--- src/hdl/sdf_pkg.sv ---
package sdf_pkg;

  localparam int IN_WIDTH   = 64;
  localparam int NUM_DIGITS = 20;
  localparam int IDX_WIDTH  = $clog2(NUM_DIGITS);
  localparam int CHAR_WIDTH = 6;
  localparam int LEN_WIDTH  = 5;

  localparam logic [CHAR_WIDTH-1:0] CHAR_MINUS = 6'd45;
  localparam logic [CHAR_WIDTH-1:0] CHAR_ZERO  = 6'd48;

  typedef logic [3:0] digit_t;

  typedef struct packed {
    logic load;
    logic shift;
    logic emit_sign;
    logic emit_digit;
  } cmd_t;

  typedef struct packed {
    logic negative;
    logic last_digit;
  } stat_t;

endpackage

--- src/hdl/signed_decimal_formatter_top.sv ---
// Signed decimal formatter.
// Command port: a word on value is taken at a rising edge where start is high
// and busy is low. Only the low VALUE_WIDTH bits are used, the top one of
// them being the sign bit.
// Result port: one character a cycle, each shown for exactly one cycle with
// strobe high; character is the ASCII code, text_length the length of the
// whole text (sign included) and is_last marks the final character.
// Sequence: the magnitude is converted to BCD by shift-and-add-three, one bit
// a cycle. The minus sign, when present, is sent next, then the digits,
// most significant first. busy stays high until the last character is
// registered. The receiver cannot stall the block.
// Reset: rst clears the controller and the strobe; no result is in flight
// afterwards and busy is low.
module signed_decimal_formatter_top
  import sdf_pkg::*;
#(
  parameter int VALUE_WIDTH = 64
) (
  input  logic                  clk,
  input  logic                  rst,
  input  logic                  start,
  output logic                  busy,
  input  logic [IN_WIDTH-1:0]   value,
  output logic                  strobe,
  output logic [CHAR_WIDTH-1:0] character,
  output logic [LEN_WIDTH-1:0]  text_length,
  output logic                  is_last
);

  cmd_t  cmd;
  stat_t stat;

  sdf_ctrl #(
    .VALUE_WIDTH(VALUE_WIDTH)
  ) u_ctrl (
    .clk   (clk),
    .rst   (rst),
    .start (start),
    .busy  (busy),
    .cmd   (cmd),
    .stat  (stat)
  );

  sdf_dpath #(
    .VALUE_WIDTH(VALUE_WIDTH)
  ) u_dpath (
    .clk         (clk),
    .rst         (rst),
    .value       (value),
    .cmd         (cmd),
    .stat        (stat),
    .strobe      (strobe),
    .character   (character),
    .text_length (text_length),
    .is_last     (is_last)
  );

endmodule

--- src/hdl/sdf_ctrl.sv ---
module sdf_ctrl
  import sdf_pkg::*;
#(
  parameter int VALUE_WIDTH = 64
) (
  input  logic  clk,
  input  logic  rst,
  input  logic  start,
  output logic  busy,
  output cmd_t  cmd,
  input  stat_t stat
);

  localparam int CW = (VALUE_WIDTH > 1) ? $clog2(VALUE_WIDTH) : 1;
  localparam logic [CW-1:0] BITS_LAST = CW'(VALUE_WIDTH - 1);

  typedef enum logic [3:0] {
    S_IDLE = 4'b0001,
    S_CONV = 4'b0010,
    S_SIGN = 4'b0100,
    S_EMIT = 4'b1000
  } state_t;

  state_t        state, state_next;
  logic [CW-1:0] count, count_next;

  always_comb begin
    state_next = state;
    count_next = count;
    cmd        = '0;
    case (state)
      S_IDLE: begin
        if (start) begin
          cmd.load   = 1'b1;
          count_next = BITS_LAST;
          state_next = S_CONV;
        end
      end
      S_CONV: begin
        cmd.shift  = 1'b1;
        count_next = count - 1'b1;
        if (count == '0) begin
          state_next = stat.negative ? S_SIGN : S_EMIT;
        end
      end
      S_SIGN: begin
        cmd.emit_sign = 1'b1;
        state_next    = S_EMIT;
      end
      S_EMIT: begin
        cmd.emit_digit = 1'b1;
        if (stat.last_digit) begin
          state_next = S_IDLE;
        end
      end
      default: begin
        state_next = S_IDLE;
      end
    endcase
  end

  always_ff @(posedge clk) begin
    if (rst) begin
      state <= S_IDLE;
      count <= '0;
    end else begin
      state <= state_next;
      count <= count_next;
    end
  end

  assign busy = (state != S_IDLE);

endmodule

--- src/hdl/sdf_dpath.sv ---
module sdf_dpath
  import sdf_pkg::*;
#(
  parameter int VALUE_WIDTH = 64
) (
  input  logic                  clk,
  input  logic                  rst,
  input  logic [IN_WIDTH-1:0]   value,
  input  cmd_t                  cmd,
  output stat_t                 stat,
  output logic                  strobe,
  output logic [CHAR_WIDTH-1:0] character,
  output logic [LEN_WIDTH-1:0]  text_length,
  output logic                  is_last
);

  logic [VALUE_WIDTH-1:0] mag, mag_next;
  digit_t                 bcd [NUM_DIGITS];
  digit_t                 bcd_next [NUM_DIGITS];
  digit_t                 fixed [NUM_DIGITS];
  logic [LEN_WIDTH-1:0]   ndig, ndig_next;
  logic [IDX_WIDTH-1:0]   ptr, ptr_next;
  logic                   neg, neg_next;
  logic [VALUE_WIDTH-1:0] raw;
  logic [IDX_WIDTH-1:0]   top;
  digit_t                 cur;

  assign raw = value[VALUE_WIDTH-1:0];
  assign top = IDX_WIDTH'(ndig - 1'b1);
  assign cur = bcd[ptr];

  always_comb begin
    for (int i = 0; i < NUM_DIGITS; i++) begin
      fixed[i] = (bcd[i] >= 4'd5) ? bcd[i] + 4'd3 : bcd[i];
    end
  end

  always_comb begin
    mag_next  = mag;
    bcd_next  = bcd;
    ndig_next = ndig;
    ptr_next  = ptr;
    neg_next  = neg;
    if (cmd.load) begin
      neg_next  = raw[VALUE_WIDTH-1];
      mag_next  = raw[VALUE_WIDTH-1] ? (~raw + 1'b1) : raw;
      ndig_next = LEN_WIDTH'(1);
      ptr_next  = '0;
      for (int i = 0; i < NUM_DIGITS; i++) begin
        bcd_next[i] = '0;
      end
    end else if (cmd.shift) begin
      mag_next    = mag << 1;
      bcd_next[0] = {fixed[0][2:0], mag[VALUE_WIDTH-1]};
      for (int i = 1; i < NUM_DIGITS; i++) begin
        bcd_next[i] = {fixed[i][2:0], fixed[i-1][3]};
      end
      ndig_next = ndig + LEN_WIDTH'(fixed[top][3]);
      ptr_next  = IDX_WIDTH'(ndig_next - 1'b1);
    end else if (cmd.emit_digit) begin
      ptr_next = ptr - 1'b1;
    end
  end

  always_ff @(posedge clk) begin
    mag  <= mag_next;
    bcd  <= bcd_next;
    ndig <= ndig_next;
    ptr  <= ptr_next;
    neg  <= neg_next;
  end

  always_ff @(posedge clk) begin
    if (rst) begin
      strobe <= 1'b0;
    end else begin
      strobe <= cmd.emit_sign | cmd.emit_digit;
    end
  end

  always_ff @(posedge clk) begin
    character   <= cmd.emit_sign ? CHAR_MINUS : CHAR_ZERO + {2'b00, cur};
    text_length <= ndig + LEN_WIDTH'(neg);
    is_last     <= cmd.emit_digit && (ptr == '0);
  end

  assign stat.negative   = neg;
  assign stat.last_digit = (ptr == '0);

endmodule
--- config.mk ---
export PLATFORM = sky130hd
export DESIGN_NAME = signed_decimal_formatter_top
export DESIGN_NICKNAME = d
export VERILOG_FILES = /design/src/hdl/sdf_pkg.sv /design/src/hdl/signed_decimal_formatter_top.sv /design/src/hdl/sdf_ctrl.sv /design/src/hdl/sdf_dpath.sv
export SDC_FILE = /design/constraint.sdc
export NUM_CORES = 1
export LEC_CHECK = 0
export BUFFER_PORTS_ARGS = -buffer_cell sky130_fd_sc_hd__clkbuf_2
export CORE_ASPECT_RATIO = 0.9
export CORE_MARGIN = 8
export CORE_UTILIZATION = 38
export CTS_CLUSTER_DIAMETER = 100
export CTS_CLUSTER_SIZE = 14
export DETAILED_ROUTE_END_ITERATION = 12
export PLACE_DENSITY = 0.69
export SETUP_SLACK_MARGIN = 0.3
export SYNTH_ARGS = -nofsm -noshare
export SYNTH_HDL_FRONTEND = slang
export SYNTH_SLANG_ARGS = --single-unit
--- constraint.sdc ---
create_clock -name clk -period 3.2 [get_ports clk]
set_input_delay 0.64 -clock clk [delete_from_list [all_inputs] [get_ports clk]]
set_output_delay 0.64 -clock clk [all_outputs]
set_load 0.01 [all_outputs]
# --- After elaboration in Yosys (flattened, before gate mapping) ---
# Cells that the tools add are included.
totals:
  ramBits: 0
  latch_bits: 0
  in_bits: 67
  out_inout_bits: 14
  memories: 0
  regBits: 178
  rom_bits: 0
  elab_cells: 143
op_classes:
  eq_ne: 8
  order_cmp: 22
  reduce_logical: 8
  muxes: 43
  bitwise: 4
  mul: 0
  div_mod_pow: 0
  n_addsub: 28
  n_shift: 0
op_table:
  columns: ["cell", "n"]
  rows:
  - ["64-bit 2-to-1 mux", 3]
  - ["4-bit 2-to-1 mux", 28]
  - ["4-bit by 2-bit adder with 4-bit output (second input constant)", 20]
  - ["4-bit by 3-bit >= comparator with 1-bit output (second input constant)", 20]
  - ["64-bit by 1-bit adder with 64-bit output (second input constant)", 1]
  - ["64-bit NOT", 1]
  - ["4-bit binary-select mux with 5-bit select", 2]
  - ["4-bit case mux with 4 select lines", 1]
  - ["5-bit by 1-bit subtractor with 5-bit output (second input constant)", 3]
  - ["6-bit >= comparator (second input constant)", 2]
  - ["5-bit NOT with 6-bit output", 2]
  - ["6-bit case mux with 2 select lines", 1]
  - ["5-bit by 1-bit adder with 5-bit output", 2]
  - ["5-bit 2-to-1 mux", 2]
  - ["5-bit by 5-bit adder with 6-bit output (first input constant)", 1]
  - ["6-bit logical NOT", 1]
  - ["6-bit 2-to-1 mux", 1]
  - ["2-bit nonzero test", 3]
  - ["6-bit by 1-bit subtractor with 6-bit output (second input constant)", 1]
  - ["5-bit logical NOT", 1]
  - ["1-bit 2-to-1 mux", 5]
  - ["4-bit by 1-bit == test with 1-bit output (second input constant)", 1]
  - ["4-bit by 2-bit == test with 1-bit output (second input constant)", 1]
  - ["4-bit by 3-bit == test with 1-bit output (second input constant)", 1]
  - ["8 further kinds", 9]

# --- Logic depth before layout (Yosys ltp) ---
logic_depth:
  word_depth: 8
  depth_mapped: 18
  ltp_nobuf: 18

# --- Hierarchy ---
# Synthesis repeated with hierarchy kept, for this count alone.
unflattened:
  hier_cells: 1209
  hier_area_um2: 10964.3
modules_own_cells:
  columns: ["module", "n_inst", "seq_area_each_um2", "cells_each", "area_per_inst_um2"]
  rows:
  - ["sdf_dpath", 1, 3993.8, 1153, 10396.2]
  - ["sdf_ctrl", 1, 200.2, 56, 568.0]

# --- Least setup slack after synthesis ---
# Ideal clock, no wire load.
synth_path:
  path_type: "register to register"
  from: "register u_dpath.ndig[0]"
  to: "register u_dpath.ptr[4]"
  period_less_slack_ps: 3492
  path_stages_with_launch: 17
  arrival_time_ps: 3359
  setup_time_ps: 132
  path_slack_ps: -292
  required_ps: 3068
  n_path_buf: 1
  path_cell_list: "dfxtp_1 clkbuf_1 nor3_1 xnor2_1 mux4_2 a2bb2oi_1 nand2_1 o211a_1 ha_1 ha_1 nand2_1 a21boi_0 ha_1 nand2_1 o21a_1 o21ai_0 a21oi_1"
synth_via:
  elab_chain_cells: 8
synth_lines:
  columns: ["item", "line_no", "rtl"]
  rows:
  - ["from (decl)", "sdf_dpath.sv:21", "logic [LEN_WIDTH-1:0] ndig, ndig_next;"]
  - ["from (signal assigned)", "sdf_dpath.sv:68", "ndig <= ndig_next;"]
  - ["5-bit by 1-bit subtractor with 5-bit output", "sdf_dpath.sv:29", "assign top = IDX_WIDTH'(ndig - 1'b1);"]
  - ["5-bit NOT with 6-bit output (implied by the code)", "sdf_dpath.sv:58", "ndig_next = ndig + LEN_WIDTH'(fixed[top][3]);"]
  - ["4-bit binary-select mux with 5-bit select", "sdf_dpath.sv:58", null]
  - ["4-bit 2-to-1 mux (implied by the code) (2 in series)", "sdf_dpath.sv:58", null]
  - ["5-bit by 1-bit adder with 5-bit output (*)", "sdf_dpath.sv:58", null]
  - ["5-bit by 1-bit subtractor with 5-bit output (*)", "sdf_dpath.sv:59", "ptr_next = IDX_WIDTH'(ndig_next - 1'b1);"]
  - ["5-bit 2-to-1 mux (*)", "sdf_dpath.sv:52", "end else if (cmd.shift) begin"]
  - ["to (signal assigned)", "sdf_dpath.sv:69", "ptr <= ptr_next;"]
  - ["to (decl)", "sdf_dpath.sv:22", "logic [IDX_WIDTH-1:0] ptr, ptr_next;"]
# Mark *: on every way between the ends. The rest lies on a longest branch, timed or not. The select of a mux whose other input is x is not followed.
# A chain may end at the register's enable or synchronous reset.

# --- Worst setup path in the final report ---
layout_path:
  from: "register u_dpath.bcd[5] (netlist bit)"
  to: "register u_dpath.ptr[2]"
layout_via:
  elab_chain_cells: 8
  elab_cells_between_ends: 9
  cone_classes: "add/sub: 3; order compare: 1; mux: 5"
layout_lines:
  columns: ["item", "line_no", "rtl"]
  rows:
  - ["from (decl)", "sdf_dpath.sv:18", "digit_t bcd [NUM_DIGITS];"]
  - ["from (signal assigned)", "sdf_dpath.sv:67", "bcd <= bcd_next;"]
  - ["4-bit by 2-bit adder with 4-bit output / 4-bit by 3-bit >= comparator with 1-bit output (equally long branches)", "sdf_dpath.sv:34", "fixed[i] = (bcd[i] >= 4'd5) ? bcd[i] + 4'd3 : bcd[i];"]
  - ["4-bit 2-to-1 mux (*)", "sdf_dpath.sv:34", null]
  - ["4-bit binary-select mux with 5-bit select (*)", "sdf_dpath.sv:58", null]
  - ["4-bit 2-to-1 mux (implied by the code) (*) (2 in series)", "sdf_dpath.sv:58", null]
  - ["5-bit by 1-bit adder with 5-bit output (*)", "sdf_dpath.sv:58", null]
  - ["5-bit by 1-bit subtractor with 5-bit output (*)", "sdf_dpath.sv:59", null]
  - ["5-bit 2-to-1 mux (*)", "sdf_dpath.sv:52", null]
# Marked as above.

==> run metrics <==
clk root buf clkbuf_16; worst setup path class register to register; Pleak 4.83 nW; switching share of power 32.9%; total gr overflow 0; Die Width 194 µm; Netlist cell types 68; CTS tree built; antenna violations before repair 0; worst hold path startpoint u_dpath.bcd[37]$_SDFFE_PP0P_; met1 Use GR 21.6%; Yosys reg bits 177; DRC 0; skew final 0.0104 ns; maximum buffer depth of the clock tree 2; P_sw 2.38 mW; mapped cell area 10800 µm²; fin util 47.5%; final period utilization 101%; VDD IR max 0.420 mV; CTS Sinks 177; R2R cell count 19; Seq/Total Area, Yosys 38.9%; Avg Cell Area, Syn 8.65 µm²; status finished, violations left; Comb power frac 28.3%; TritonRoute pass-1 iters 5; final setup margin -0.0217 ns; synth-to-layout area growth 23.0%; Placed Instance Area 12300 µm²; Final nets 1503; Place WS -0.139 ns; WP data arrival 3.59 ns; R2R Setup Slk -0.02 ns; Slew HR 35.0%; final setup fails 3; FF-to-FF Start u_dpath.bcd[5]$_SDFFE_PP0P_; internal power 4.86 mW; ant diodes 0; hold_buf cts 0; htree depth 4; Worst-Skew Late Latency 0.44 ns; Routability Congestion 0.904; most common cell after layout, fill and taps aside nand2_1; Hold Path Depth 2; measured slew at the worst slew-check pin 0.974 ns; most frequent cells in the layout nand2_1, o21ai_0, buf_4; vias in the first global route 9323; ANT nets after route 0; DIE HEIGHT 176 µm; Max-Cap Viols 0; grt met2 use 26.4%; Final Hold Fails 0; Final min period 3.22 ns; Clock transition at path regs 0.08 ns; RSZ-0062 raised after global routing yes; total track usage 16.3%; initial core utilization 38.6%; wire per inst 16.0 µm; CTS Buf Count 17; number of synthesis warnings 0; io pins 81; post-DP HPWL 19800 µm; area of the core 27900 µm²; first-pass GRT wire length 46200 µm; die area 34000 µm²; largest net degree at the start of global routing 150; Cells after Synth 1248; Post-synth EDFFs 65; Reg power frac 41.7%; layout cell share with drive strength beyond 1 25.6%; Post-synth top flop dfxtp_1; Pwr per Cell Area 546 nW/µm²; Worst Setup SP u_dpath.bcd[5]$_SDFFE_PP0P_; vias per cell 5.43; GR Util met3 3.71%; First DRT Iteration DRCs 647; CP Launch Type register; failing checks negative setup slack; vias after detailed routing 9553; max-slew violations 0; hold slack 0.486 ns; crit end category register; total wire length 28100 µm; WHS Endpoint u_dpath.bcd[37]$_SDFFE_PP0P_; Min-Delay Path Class register to register; RR Endpoint u_dpath.ptr[2]$_SDFFE_PP0P_; Max Clock Freq 0.310 GHz; Net Count, Synth 1364; Worst Path Max Fanout 3; Row Count 58; Non-Filler Cell Area, Final 13300 µm²; Synth async-reset ratio 0%; Data required, critical path 3.56 ns; most crowded layer after global routing met2; I/O Buffers 79; clock group share of total power 30.0%
critical path, cell delays in order, from the launching register on:
cell	delay, ns
dfxtp_2	0.34
inv_2	0.10
ha_4	0.13
nand2b_4	0.11
nor3b_4	0.18
a21oi_2	0.05
mux4_2	0.47
o21a_1	0.21
a21oi_2	0.11
o211a_1	0.19
ha_4	0.15
ha_4	0.19
nand2_2	0.06
a21boi_4	0.22
ha_4	0.18
nand2_4	0.05
buf_4	0.14
a21oi_2	0.13
a21oi_2	0.04
nor2_1	0.11
sequential cells by signal, summed over array words and instances, names as in the netlist:
register,cells
u_dpath.bcd,80
u_dpath.mag,64
u_ctrl.count,6
u_dpath.character,5
u_dpath.ndig,5
u_dpath.ptr,5
u_dpath.text_length,5
u_ctrl.state,4
u_dpath.is_last,1
u_dpath.neg,1
u_dpath.strobe,1
per-layer routing:
layer | up-vias | share of wire (%)
met3 | 31 | 5.6
met5 | - | 0
met2 | 261 | 46
met4 | 0 | 1.7
met1 | 4538 | 47
li1 | 4723 | -
power by group through the flow:
| stage | Combinational [mW] | Sequential, mW | Clock [mW] |
|---|---|---|---|
| 2_1_floorplan | 1.34 | 2.96 | 0 |
| 4_1_cts | 1.98 | 3.01 | 2.22 |
| 3_3_place_gp | 1.87 | 3.03 | 0 |
| 6_report | 2.05 | 3.02 | 2.18 |
| 3_5_place_dp | 1.90 | 3.05 | 0 |
| 5_1_grt | 2.29 | 3.06 | 2.31 |
cell usage after synthesis, types with 3 or more instances:
master | count | area share, %
nor3_1 | 33 | 1.5
nand4_1 | 7 | 0.41
nand2_1 | 158 | 5.5
clkbuf_1 | 52 | 1.8
o41ai_1 | 10 | 0.81
dfxtp_1 | 112 | 21
nor4_1 | 9 | 0.52
inv_1 | 50 | 1.7
buf_1 | 6 | 0.21
ha_1 | 49 | 5.7
or2_2 | 3 | 0.17
nor2b_1 | 22 | 1.3
xnor2_1 | 35 | 2.8
edfxtp_1 | 65 | 18
mux4_2 | 26 | 5.4
a211oi_1 | 24 | 1.7
nand2b_1 | 18 | 1.0
or4_1 | 3 | 0.21
o21ai_0 | 150 | 7.0
o21ai_1 | 4 | 0.19
nand3b_1 | 3 | 0.21
mux2i_1 | 9 | 0.84
o31ai_1 | 11 | 0.77
nor2_1 | 95 | 3.3
nor3b_1 | 12 | 0.84
xor2_1 | 55 | 4.5
a21oi_1 | 105 | 4.9
nand3_1 | 64 | 3.0
a31oi_1 | 3 | 0.17
or3_1 | 5 | 0.29
how the worst max path moves through the flow:
stage                                        endpoint  slack (ns)  depth (start not counted)
after CTS                 u_dpath.ptr[4]$_SDFFE_PP0P_       0.003                         18
after detailed placement  u_dpath.ptr[4]$_SDFFE_PP0P_       -0.14                         18
final                     u_dpath.ptr[2]$_SDFFE_PP0P_       -0.02                         19
after global placement    u_dpath.ptr[4]$_SDFFE_PP0P_       -0.06                         18
after global routing      u_dpath.ptr[2]$_SDFFE_PP0P_       -0.19                         19
after floorplan           u_dpath.ptr[4]$_SDFFE_PP0P_        0.15                         18
layout make-up:
class                      instances  area [µm²]
sequential                       177        4230
clock buffer                      17         425
multi-input combinational        954        6560
clock inverter                    15         174
tap                              360         450
fill                            2597       14700
timing repair buffer             186        1240
inverter                          51         200
logic make-up (layout without fill, tap and decap cells):
kind of cell    after synthesis  in the layout  share of synthesized area (%)
fa+ha+maj                    49             49                           5.68
flops                       177            177                           38.9
mux                          35             35                           6.26
compound gates              328            328                           17.2
simple gates                451            451                           20.1
other cells                   1              1                         0.0348
xor+xnor                     90             90                           7.31
buf+inv                     117            269                           4.56
through the flow:
stage | total power, mW | cells | TNS [ns]
after floorplan | 4.29 | 1248 | 0
after global placement | 4.90 | 1720 | -0.0870
after detailed placement | 4.96 | 1720 | -0.264
after CTS | 7.20 | 1757 | 0
after global routing | 7.66 | 1760 | -0.591
final | 7.24 | 1760 | -0.0447
timing repair:
item                       CTS  global route
gates resized for setup     35            49
setup endpoints to repair    4             7
setup buffers                5             3
pin swaps                   13            13
(Power assumes the default switching activity.)
